--- config.mk ---
export PLATFORM = sky130hd
export DESIGN_NAME = skst_cell
export DESIGN_NICKNAME = d
export VERILOG_FILES = /design/src/skst_pkg.sv /design/src/skst_cell.sv
export SDC_FILE = /design/constraint.sdc
export NUM_CORES = 1
export LEC_CHECK = 0
export ABC_AREA = 1
export BUFFER_PORTS_ARGS = -buffer_cell sky130_fd_sc_hd__buf_2
export CORE_MARGIN = 3
export CORE_UTILIZATION = 49
export DETAILED_ROUTE_END_ITERATION = 16
export PLACE_DENSITY = 0.86
export SLEW_MARGIN = 15
export SYNTH_ARGS = -nofsm -noshare
export SYNTH_HDL_FRONTEND = slang
export SYNTH_SLANG_ARGS = --single-unit
--- constraint.sdc ---
create_clock -name clk -period 6.9 [get_ports clk]
set_clock_uncertainty 0.15 [all_clocks]
set_input_delay 1.38 -clock clk [delete_from_list [all_inputs] [get_ports clk]]
set_output_delay 1.38 -clock clk [all_outputs]
set_load 0.05 [all_outputs]
--- src/skst_pkg.sv ---
package skst_pkg;

  localparam int CAPACITY = 64;
  localparam int KEY_W    = 32;
  localparam int CNT_W    = $clog2(CAPACITY + 1);
  localparam int ENTRY_W  = 7;
  localparam int GROUP    = 8;
  localparam int NGROUP   = (CAPACITY + GROUP - 1) / GROUP;

  typedef logic [KEY_W-1:0] key_t;
  typedef logic [CNT_W-1:0] count_t;

  typedef enum logic {
    CMD_INSERT = 1'b0,
    CMD_REMOVE = 1'b1
  } command_t;

  typedef enum logic [1:0] {
    ST_DONE      = 2'd0,
    ST_DUPLICATE = 2'd1,
    ST_FULL      = 2'd2,
    ST_NOT_FOUND = 2'd3
  } status_t;

  typedef struct packed {
    command_t command;
    key_t     key;
  } req_t;

  typedef struct packed {
    status_t              status;
    logic [ENTRY_W-1:0]   entry_count;
    key_t                 smallest_key;
    key_t                 largest_key;
  } rsp_t;

  typedef struct packed {
    logic cmp;
    logic ins;
    logic rem;
  } cell_ctrl_t;

endpackage

--- src/skst_cell.sv ---
module skst_cell (
  input  logic              clk,
  input  logic              rst,
  input  skst_pkg::cell_ctrl_t ctrl,
  input  skst_pkg::key_t    key_in,
  input  skst_pkg::key_t    prev_key,
  input  logic              prev_valid,
  input  logic              prev_lt,
  input  skst_pkg::key_t    next_key,
  input  logic              next_valid,
  output skst_pkg::key_t    key,
  output logic              valid,
  output logic              lt,
  output logic              eq
);
  import skst_pkg::*;

  always_ff @(posedge clk) begin
    if (ctrl.cmp) begin
      lt <= valid && (key < key_in);
      eq <= valid && (key == key_in);
    end
    if (ctrl.ins && !lt) begin
      if (prev_lt) begin
        key <= key_in;
      end else begin
        key <= prev_key;
      end
    end else if (ctrl.rem && !lt) begin
      key <= next_key;
    end
  end

  always_ff @(posedge clk) begin
    if (rst) begin
      valid <= 1'b0;
    end else if (ctrl.ins && !lt) begin
      valid <= prev_lt ? 1'b1 : prev_valid;
    end else if (ctrl.rem && !lt) begin
      valid <= next_valid;
    end
  end

endmodule

* Word-level counts from Yosys, hierarchy flattened
Index checks and enable logic that the tools add are counted.
W data, S select, Z words.
** Cells by class
- $add $sub $neg :: 0
- $mul :: 0
- Divide/modulo/power cells :: 0
- $lt $le $gt $ge :: 1
- Eq/ne operators :: 1
- Shift operators :: 0
- Mux-type cells :: 6
- Bitwise operators :: 0
- Reductions and logical operators :: 6
** Operator list (count)
- $mux W32 :: 3
- $eq A32 B32 Y1 :: 1
- $lt A32 B32 Y1 :: 1
- $logic_and A1 B1 Y1 :: 4
- $mux W1 :: 3
- $reduce_bool A2 Y1 :: 1
- $logic_not A1 Y1 :: 1
** Word-level totals
- Register bits after elaboration :: 35
- Bits in latches :: 0
- Bits in writable memories :: 0
- Memory bits (read-only) :: 0
- Bits of input ports :: 104
- Output and inout port bits :: 35
- Word-level logic and storage cells :: 18
- Memories kept :: 0

* Longest topological paths before layout
Gate-level depths: netlist (run 1).
- Depth in word-level cells :: 4
- Depth in mapped cells :: 12

* Least setup slack after synthesis (run 1)
No wires, ideal clock.
- Kind :: input-to-reg
- From :: in ctrl[1] in the netlist's numbering
- To :: reg valid
- Setup time :: 0.091 ns
- Data arrival time :: 3.201 ns
- Required time :: 6.659 ns
- Slack :: 3.458 ns
- Stages on the path :: 4
- Path buffers :: 0
- Cell sequence :: nor2_1 -> nor2_1 -> nor2_1 -> a311oi_2
** On the way
- Word-level cells in the longest chain between the ends :: 2
** Ends and longest elaborated chain
- start, declared :: RTL line skst_cell.sv:4 : input skst_pkg::cell_ctrl_t ctrl,
- $logic_and A1 B1 Y1 (*) :: RTL line skst_cell.sv:37 : end else if (ctrl.ins && !lt) begin
- $mux W1 or $reduce_bool A2 Y1 (tied branches)
- end signal, assigned :: RTL line skst_cell.sv:38 : valid <= prev_lt ? 1'b1 : prev_valid;
- end signal, assigned :: RTL line skst_cell.sv:40 : valid <= next_valid;
- end, declared :: RTL line skst_cell.sv:12 : output logic valid,
Mark *: on every way between the ends. The rest lies on a longest branch, timed or not.
A chain may end at the register's enable or synchronous reset.

* Worst setup path after layout (run 1)
- From :: in prev_lt
- To :: reg key[2] (data pin)
** On the way
- Word-level cells in the longest chain between the ends :: 2
** Ends and longest elaborated chain
- start, declared :: RTL line skst_cell.sv:8 : input logic prev_lt,
- $mux W32 :: RTL line skst_cell.sv:24 : if (prev_lt) begin
- $mux W32 :: RTL line skst_cell.sv:23 : if (ctrl.ins && !lt) begin
- end signal, assigned :: RTL line skst_cell.sv:25 : key <= key_in;
- end signal, assigned :: RTL line skst_cell.sv:27 : key <= prev_key;
- end signal, assigned :: RTL line skst_cell.sv:30 : key <= next_key;
- end, declared :: RTL line skst_cell.sv:11 : output skst_pkg::key_t key,
Every way passes these cells.

==> impl_metrics.toml, run 1 <==
[outcome]
status = "finished clean"

[timing]
finalCritPeriodShare_pct = 39.42
finalHoldViolCount = 0
slew-limit-headroom_pct = 30.65
tns_ns = 0
slew_viol_final = 0
fin_ws_ns = 4.180
fin_crit_ns = 2.720
rsz0062_at_grt = "no"
finalSetupViolCount = 0
timing.fmax_mhz = 367.7
worst_pin_slew_ns = 1.038

[route]
routed_wl_um = 7062
wire_per_inst_um = 13.35
dr.pass1.iters = 4
ant_nets = 0
vias = 2656
drc = 0
drt-initial-drc-count = 144
vias_per_cell = 5.021

[worst_setup_path]
crit_type = "in2reg"
cp.arrival_ns = 2.57
end_kind = "flop"
rr_endpoint = "valid"
worstSetupStartpointType = "input port"
cp_max_fo = 34
path_cells = "buf_2 -> inv_2 -> nand2_1 -> a31oi_1"
cpPeakStageDelay_ns = 0.50
reg2reg_from = "lt"
crit_slowest_cell = "buf_2"
cp.depth = 4
path_delay_family = "buffers and inverters"
regToRegSetupSlack_ns = 4.96
path_buf_inv = 2
worstPathRequired_ns = 6.75
reg2regPathDepth = 3

[clocking]
cts_resized = 0
cts_tree = "built"
cts_root_buf = "clkbuf_8"
clock_latency_ns = 0.28
numCtsBuffers = 5
h-tree-depth = 2
post-cts-setup-buffer-count = 0
cts_hold_buf = 0
cts_buffer_depth = 2
clk_pin_slew_ns = 0.08
cts_sinks = 35

[place]
io_buffers = 138
place_ws_ns = 3.866
postPlaceCellArea_um2 = 3314
gp_congestion = 0.8423
hpwl_um = 5459

[cells_and_area]
n_antenna_cell = 0
final_area_um2 = 3406
syn2layout_area_growth_pct = 30.74
fin_nets = 597
drive_gt1_share_pct = 32.68

[synthesis]
syn_inst = 329
synth_area_um2 = 2605
syn_nets = 465
syn_area_per_cell_um2 = 7.918
synthDistinctLibCells = 24
ys_ff_latch = 35
yosys_warnings = 0
seq_area_frac_synth_pct = 39.96

[die]
row_count = 25
die_w_um = 78.92
core_um2 = 4942
start_util_pct = 52.71
die_area_um2 = 6228
die_h_um = 78.92
pin_count = 139

[worst_hold_path]
hp-class = "reg2reg"
worstHoldPathCells = 2
hold_end = "valid"
min_from = "valid"

[run]
cap_viol_max_count = 0

[pwr]
leakage_nw = 1.802
powerDensity_nw_per_um2 = 193.9
ir_worst_vdd_v = 0.0001442

[global_routing]
antenna_found_initial = 0
track_usage_pct = 22.43
grt_start_max_net_pins = 66
grt_pass1_vias = 2564
grt_pass1_wl_um = 11260
grt-ovfl-total = 0
==> routing by layer <==
metal | global-route usage (%) | part of all wire, % | wire, um
met5 | 0 | 0 | 0
met2 | 42.02 | 53 | 3747
met1 | 26.86 | 41 | 2888
met3 | 3.061 | 5.0 | 353
met4 | 5.842 | 1.0 | 73
==> worst register-to-register path: stages (launching register included) <==
cell and delay (ns):
edfxtp_1 0.51, nor2_4 0.85, nor2_1 0.12, a311oi_2 0.22
==> flip-flops by register name (all words and copies together) (netlist names) <==
name,count
eq,1
key,32
lt,1
valid,1
==> area by class of cell <==
type                            count  area, um2
Fill cell                         422       1536
Multi-Input combinational cell    235       1323
Sequential cell                    35       1041
Timing Repair Buffer              139      698.2
Inverter                           45      168.9
Clock buffer                        7      86.33
Tap cell                           67      83.83
Clock inverter                      1      5.005
==> how the worst max path moves through the flow <==
stage,start,end
4_1_cts,prev_lt,key[2]
2_1_floorplan,ctrl[1],valid
3_3_place_gp,prev_lt,key[7]
3_5_place_dp,prev_lt,key[2]
6_report,prev_lt,key[2]
5_1_grt,prev_lt,key[2]
==> cell families after synthesis <==
group | synth area share [%]
simple gates | 22.43
buf+inv | 9.750
compound gates | 12.49
flops | 39.96
fa+ha+maj | 15.37
==> cell usage after synthesis <==
library cell / n / area (um2)
nor3_2: 1 / 10.01
nor3_1: 2 / 10.01
nand3_1: 2 / 10.01
nor2_2: 1 / 6.260
nand2_1: 98 / 367.9
a21oi_1: 12 / 60.06
o21ai_1: 1 / 5.000
nor2_1: 43 / 161.4
dfxtp_1: 1 / 20.02
inv_1: 44 / 165.2
a31oi_1: 32 / 200.2
ha_1: 32 / 400.4
a311oi_2: 1 / 15.01
o21ai_0: 3 / 15.01
nand4_1: 3 / 18.77
buf_4: 1 / 7.510
o21bai_1: 1 / 7.510
buf_2: 11 / 55.05
buf_6: 2 / 22.52
o21a_1: 1 / 7.510
inv_2: 1 / 3.750
edfxtp_1: 34 / 1021
a211oi_1: 1 / 7.510
a21o_1: 1 / 7.510
==> stage by stage <==
step           instances  util [%]  power [mW]  hold WS (ns)
4_1_cts              529     68.91      0.6634        0.4212
2_1_floorplan        329         -      0.4356        0.6065
3_5_place_dp         521     67.06      0.5064        0.4108
5_1_grt              529     68.91      0.7011        0.4664
6_report             529     68.91      0.6603        0.4194
3_3_place_gp         521     67.06      0.4988        0.3872
==> power breakdown <==
group          leakage, nW  total (mW)  switching (mW)  internal, mW
combinational         1.42       0.228           0.155        0.0737
clock               0.0482       0.159          0.0784        0.0807
sequential           0.338       0.273          0.0122         0.261
total                 1.80       0.660           0.245         0.415
==> cell usage in the layout (no fill, tap or decap), drive strengths merged <==
cell type,Yosys,final
dfxtp,1,1
nand2,98,98
a211oi,1,1
o21a,1,1
clkinv,0,1
a21o,1,1
clkbuf,0,7
buf,14,139
a311oi,1,1
o21bai,1,1
nand3,2,2
nor2,44,44
a21oi,12,12
a31oi,32,32
o21ai,4,4
inv,45,45
edfxtp,34,34
nand4,3,3
nor3,3,3
ha,32,32
Note: power is estimated with default switching activity, not from simulation.
==> run 2: changes to the inputs <==
--- a/config.mk
+++ b/config.mk
@@ -8,9 +8,9 @@
 export ABC_AREA = 1
 export BUFFER_PORTS_ARGS = -buffer_cell sky130_fd_sc_hd__buf_2
 export CORE_MARGIN = 3
-export CORE_UTILIZATION = 49
+export CORE_UTILIZATION = 41
 export DETAILED_ROUTE_END_ITERATION = 16
-export PLACE_DENSITY = 0.86
+export PLACE_DENSITY = 0.77
 export SLEW_MARGIN = 15
 export SYNTH_ARGS = -nofsm -noshare
 export SYNTH_HDL_FRONTEND = slang
==> constraint.sdc (replaced) <==
create_clock -name clk -period 2.23 [get_ports clk]
set_clock_uncertainty 0.15 [all_clocks]
set_input_delay 0.446 -clock clk [delete_from_list [all_inputs] [get_ports clk]]
set_output_delay 0.446 -clock clk [all_outputs]
set_load 0.05 [all_outputs]
==> run 2 against run 1 <==
  * Die area is 18% higher
  * Combinational power increased to 3.1 times the previous value
  * Via count decreased by 0.34%
  * Non-clock buffer count increased by 2
  * Sequential cell count did not move
  * Largest cell class unchanged
  * Sequential share of layout area decreased by 0.13 points
  * Register-to-register slack worse by 4.6 ns
  * Global-route usage decreased by 2.8 points
==> impl_metrics.toml, run 2 (same netlist as run 1, synthesis figures left out) <==
[clocking]
clk_pin_slew_ns = 0.07
cts_hold_buf = 0
h-tree-depth = 2
cts_root_buf = "clkbuf_8"
numCtsBuffers = 5
cts_sinks = 35
clock_latency_ns = 0.28
cts_tree = "built"
post-cts-setup-buffer-count = 0
cts_resized = 0
cts_buffer_depth = 2

[place]
io_buffers = 138
dpl.cell_count = 531
gp_congestion = 0.7857
hpwl_um = 5737
postPlaceCellArea_um2 = 3339
place_ws_ns = 0.2569

[route]
drt-initial-drc-count = 88
routed_wl_um = 7120
vias = 2647
vias_per_cell = 4.911
dr.pass1.iters = 4
wire_per_inst_um = 13.21
drc = 0
ant_nets = 0

[global_routing]
grt-ovfl-total = 0
top_usage_layer = "met2"
grt_pass1_vias = 2585
met1_usage_pct = 23.45
antenna_found_initial = 0
track_usage_pct = 19.66
grt_pass1_wl_um = 11660
grt_start_max_net_pins = 37
grtUsageMet2_pct = 36.16
grtUsageMet3_pct = 3.650

[timing]
finalSetupViolCount = 0
tns_ns = 0
finalHoldViolCount = 0
slew_viol_final = 0
slew-limit-headroom_pct = 33.87
worst_pin_slew_ns = 0.9896
timing.fmax_mhz = 538.9
rsz0062_at_grt = "no"
fin_ws_ns = 0.3743
fin_crit_ns = 1.856
finalCritPeriodShare_pct = 83.22

[cells_and_area]
final_util_pct = 56.77
multi_input_area_um2 = 1323
fin_nets = 599
drive_gt1_share_pct = 32.76
largest_reg_flops = 32
final_area_um2 = 3421
mostFrequentLayoutCells = "buf_2, nand2_1, inv_1"
n_antenna_cell = 0
fillers = 603
syn2layout_area_growth_pct = 31.32
seq_area_um2 = 1041
stdcell_count = 539
regMostFlops = "key"
final_common_cell = "buf_2"

[worst_setup_path]
cp.arrival_ns = 1.90
rr_endpoint = "valid"
worstPathRequired_ns = 2.28
regToRegSetupSlack_ns = 0.37
reg2reg_from = "lt"
end_kind = "flop"
worstSetupStartpointType = "flop"
reg2regPathDepth = 3
cp_max_fo = 34
crit_type = "reg2reg"

[worst_hold_path]
worstHoldPathCells = 2
hold_end = "valid"
hp-class = "in2reg"
min_from = "rst"

[pwr]
ir_worst_vdd_v = 0.0003261
powerDensity_nw_per_um2 = 584.4
leakage_nw = 1.806

[die]
die_h_um = 85.71
start_util_pct = 43.23
core_um2 = 6026
row_count = 28
pin_count = 139
die_w_um = 85.71
die_area_um2 = 7346

[run]
cap_viol_max_count = 0

[outcome]
status = "finished clean"
run 2: changes by cell type in the layout (fill, tap and decap cells not counted):
cell / before / now
buf_4: 1 / 3
clkbuf_1: 1 / 2
clkbuf_8: 6 / 5
run 2: worst max path at each step:
stage               slack [ns]     end        from  depth (start not counted)
floorplan                 0.04  key[0]          lt                          1
global placement          0.30      lt  key_in[31]                         10
detailed placement        0.26      lt  key_in[31]                         10
CTS                       0.33   valid          lt                          3
global route              0.20   valid          lt                          3
finish                    0.37   valid          lt                          3
run 2: stage by stage:
| stage | power, mW | hold WS (ns) |
|---|---|---|
| after floorplan | 1.348 | 0.3717 |
| after global placement | 1.554 | 0.3925 |
| after detailed placement | 1.571 | 0.4009 |
| after CTS | 2.021 | 0.1834 |
| after global routing | 2.135 | 0.1869 |
| final | 1.999 | 0.1958 |
run 2: power breakdown:
group	leakage (nW)	switching [mW]	internal, mW
logic	1.43	0.477	0.231
registers	0.338	0.0373	0.807
clock network	0.0422	0.227	0.219
run 2: layer usage:
layer	routed length [um]	up-vias
li1	-	1362
met1	2922	1197
met2	3665	78
met3	423	10
met5	0	-
met4	109	0
run 2: cell type report:
cell class	count	area share, %
timing repair buffer	141	20.85
tap	75	2.743
clock buffer	7	2.231
clock inverter	1	0.1463
sequential	35	30.43
inverter	45	4.938
multi-input combinational	235	38.66
run 2: critical path, cell delays in order (launching register included):
cell and delay [ns]:
edfxtp_1 0.49, nor2_4 0.82, nor2_1 0.10, a311oi_2 0.20
==> run 3: changes to the inputs <==
==> constraint.sdc (replaced) <==
create_clock -name clk -period 1.6 [get_ports clk]
set_clock_uncertainty 0.15 [all_clocks]
set_input_delay 0.32 -clock clk [delete_from_list [all_inputs] [get_ports clk]]
set_output_delay 0.32 -clock clk [all_outputs]
set_load 0.05 [all_outputs]
==> run 3 against run 2 <==
  * The run now ends with negative setup slack left
  * Via count is 4.9% higher
  * Worst setup slack got worse by 0.52 ns
  * Design area increased by 11%
  * Sequential power increased by 40%
  * Maximum frequency grew 6.5%
  * Final cell count is 4.5% higher
  * Largest cell class unchanged
==> impl_metrics.toml, run 3 (same netlist as run 1, synthesis figures left out) <==
[outcome]
status = "complete, but fails checks"
violations = "negative setup slack"

[place]
io_buffers = 138
gp_congestion = 0.8434
place_ws_ns = -0.2444
hpwl_um = 6106

[clocking]
cts_sinks = 35
h-tree-depth = 2
clock_latency_ns = 0.28
cts_tree = "built"
cts_root_buf = "clkbuf_8"
numCtsBuffers = 5
clk_pin_slew_ns = 0.08
cts_buffer_depth = 2

[worst_setup_path]
worstPathRequired_ns = 1.49
end_kind = "flop"
crit_type = "reg2reg"
cp_max_fo = 2
worstSetupStartpointType = "flop"
cp.arrival_ns = 1.63

[global_routing]
grt-ovfl-total = 0
met1_usage_pct = 24.32
grt_start_max_net_pins = 46
antenna_found_initial = 0
top_usage_layer = "met2"
grt_pass1_wl_um = 12250
grt_pass1_vias = 2768
grtUsageMet2_pct = 38.70
track_usage_pct = 20.74
grtUsageMet3_pct = 2.978

[timing]
finalHoldViolCount = 0
holdWs_ns = 0.07165
tns_ns = -0.2383
slew-limit-headroom_pct = 81.37
fin_ws_ns = -0.1418
rsz0062_at_grt = "yes"
worst_pin_slew_ns = 0.2765
timing.fmax_mhz = 574.1
slew_viol_final = 0
fin_crit_ns = 1.742
finalSetupViolCount = 2
finalCritPeriodShare_pct = 108.9

[cells_and_area]
fillers = 536
regMostFlops = "key"
fin_nets = 623
mostFrequentLayoutCells = "buf_2, nand2_1, inv_1"
syn2layout_area_growth_pct = 45.68
final_common_cell = "buf_2"
largest_reg_flops = 32
n_antenna_cell = 0
drive_gt1_share_pct = 39.34

[route]
dr.pass1.iters = 4
wire_per_inst_um = 13.55
drc = 0
ant_nets = 0
drt-initial-drc-count = 111
routed_wl_um = 7627
vias = 2778
vias_per_cell = 4.934

[die]
die_h_um = 85.71
pin_count = 139
start_util_pct = 43.23
core_um2 = 6026
row_count = 28
die_area_um2 = 7346
die_w_um = 85.71

[pwr]
leakage_nw = 1.956
powerDensity_nw_per_um2 = 791.6
ir_worst_vdd_v = 0.0004749

[worst_hold_path]
hp-class = "in2reg"

[run]
cap_viol_max_count = 0
## run 3: area by class of cell
class,count,area [um2],area share [%]
repair buffers,165,953.4,25.12
flip-flops and latches,35,1041,27.43
multi-input cells,235,1446,38.11
clock inverters,1,5.005,0.1319
clock buffers,7,86.33,2.275
well taps,75,93.84,2.473
inverters,45,168.9,4.451
## run 3: power by group
part           switching (mW)  total (mW)  internal [mW]
registers              0.0567        1.18           1.12
clock network           0.325       0.673          0.348
logic                   0.721        1.15          0.430
## run 3: path summary, 6_finish.rpt
kind	from	end	slack, ns	depth (start not counted)
min	rst	valid	0.07	2
max	key[31]	lt	-0.14	8
min reg2reg	valid	valid	0.41	2
max reg2reg	key[31]	lt	-0.14	8
## run 3: worst max-delay path, cell delays in order (launching register included)
cell and delay, ns:
edfxtp_1 0.44, ha_4 0.30, nand2_2 0.05, inv_2 0.07
nand3_4 0.07, nor3_4 0.18, inv_2 0.07, nor2_1 0.09
a21oi_1 0.07
## run 3: through the flow
| step | instances | area (um2) | power [mW] | utilization, % |
|---|---|---|---|---|
| floorplan | 329 | 2634 | 1.889 | - |
| global placement | 554 | 3572 | 2.258 | 59.28 |
| detailed placement | 554 | 3572 | 2.292 | 59.28 |
| CTS | 564 | 3729 | 2.989 | 61.88 |
| global route | 563 | 3795 | 3.188 | 62.98 |
| finish | 563 | 3795 | 3.004 | 62.98 |
## run 3: metal layers
metal	vias up	share of wire (%)
li1	1415	-
met1	1251	40
met2	98	53
met3	14	5.6
met4	0	2.0
met5	-	0
## run 3: what timing repair did
action / in CTS / in global routing
setup endpoints to repair: 2 / 3
buffers inserted: 2 / 1
hold endpoints to repair: 0 / 0
hold buffers: 0 / 0
gates resized for setup: 9 / 9
pin swaps: 4 / 6
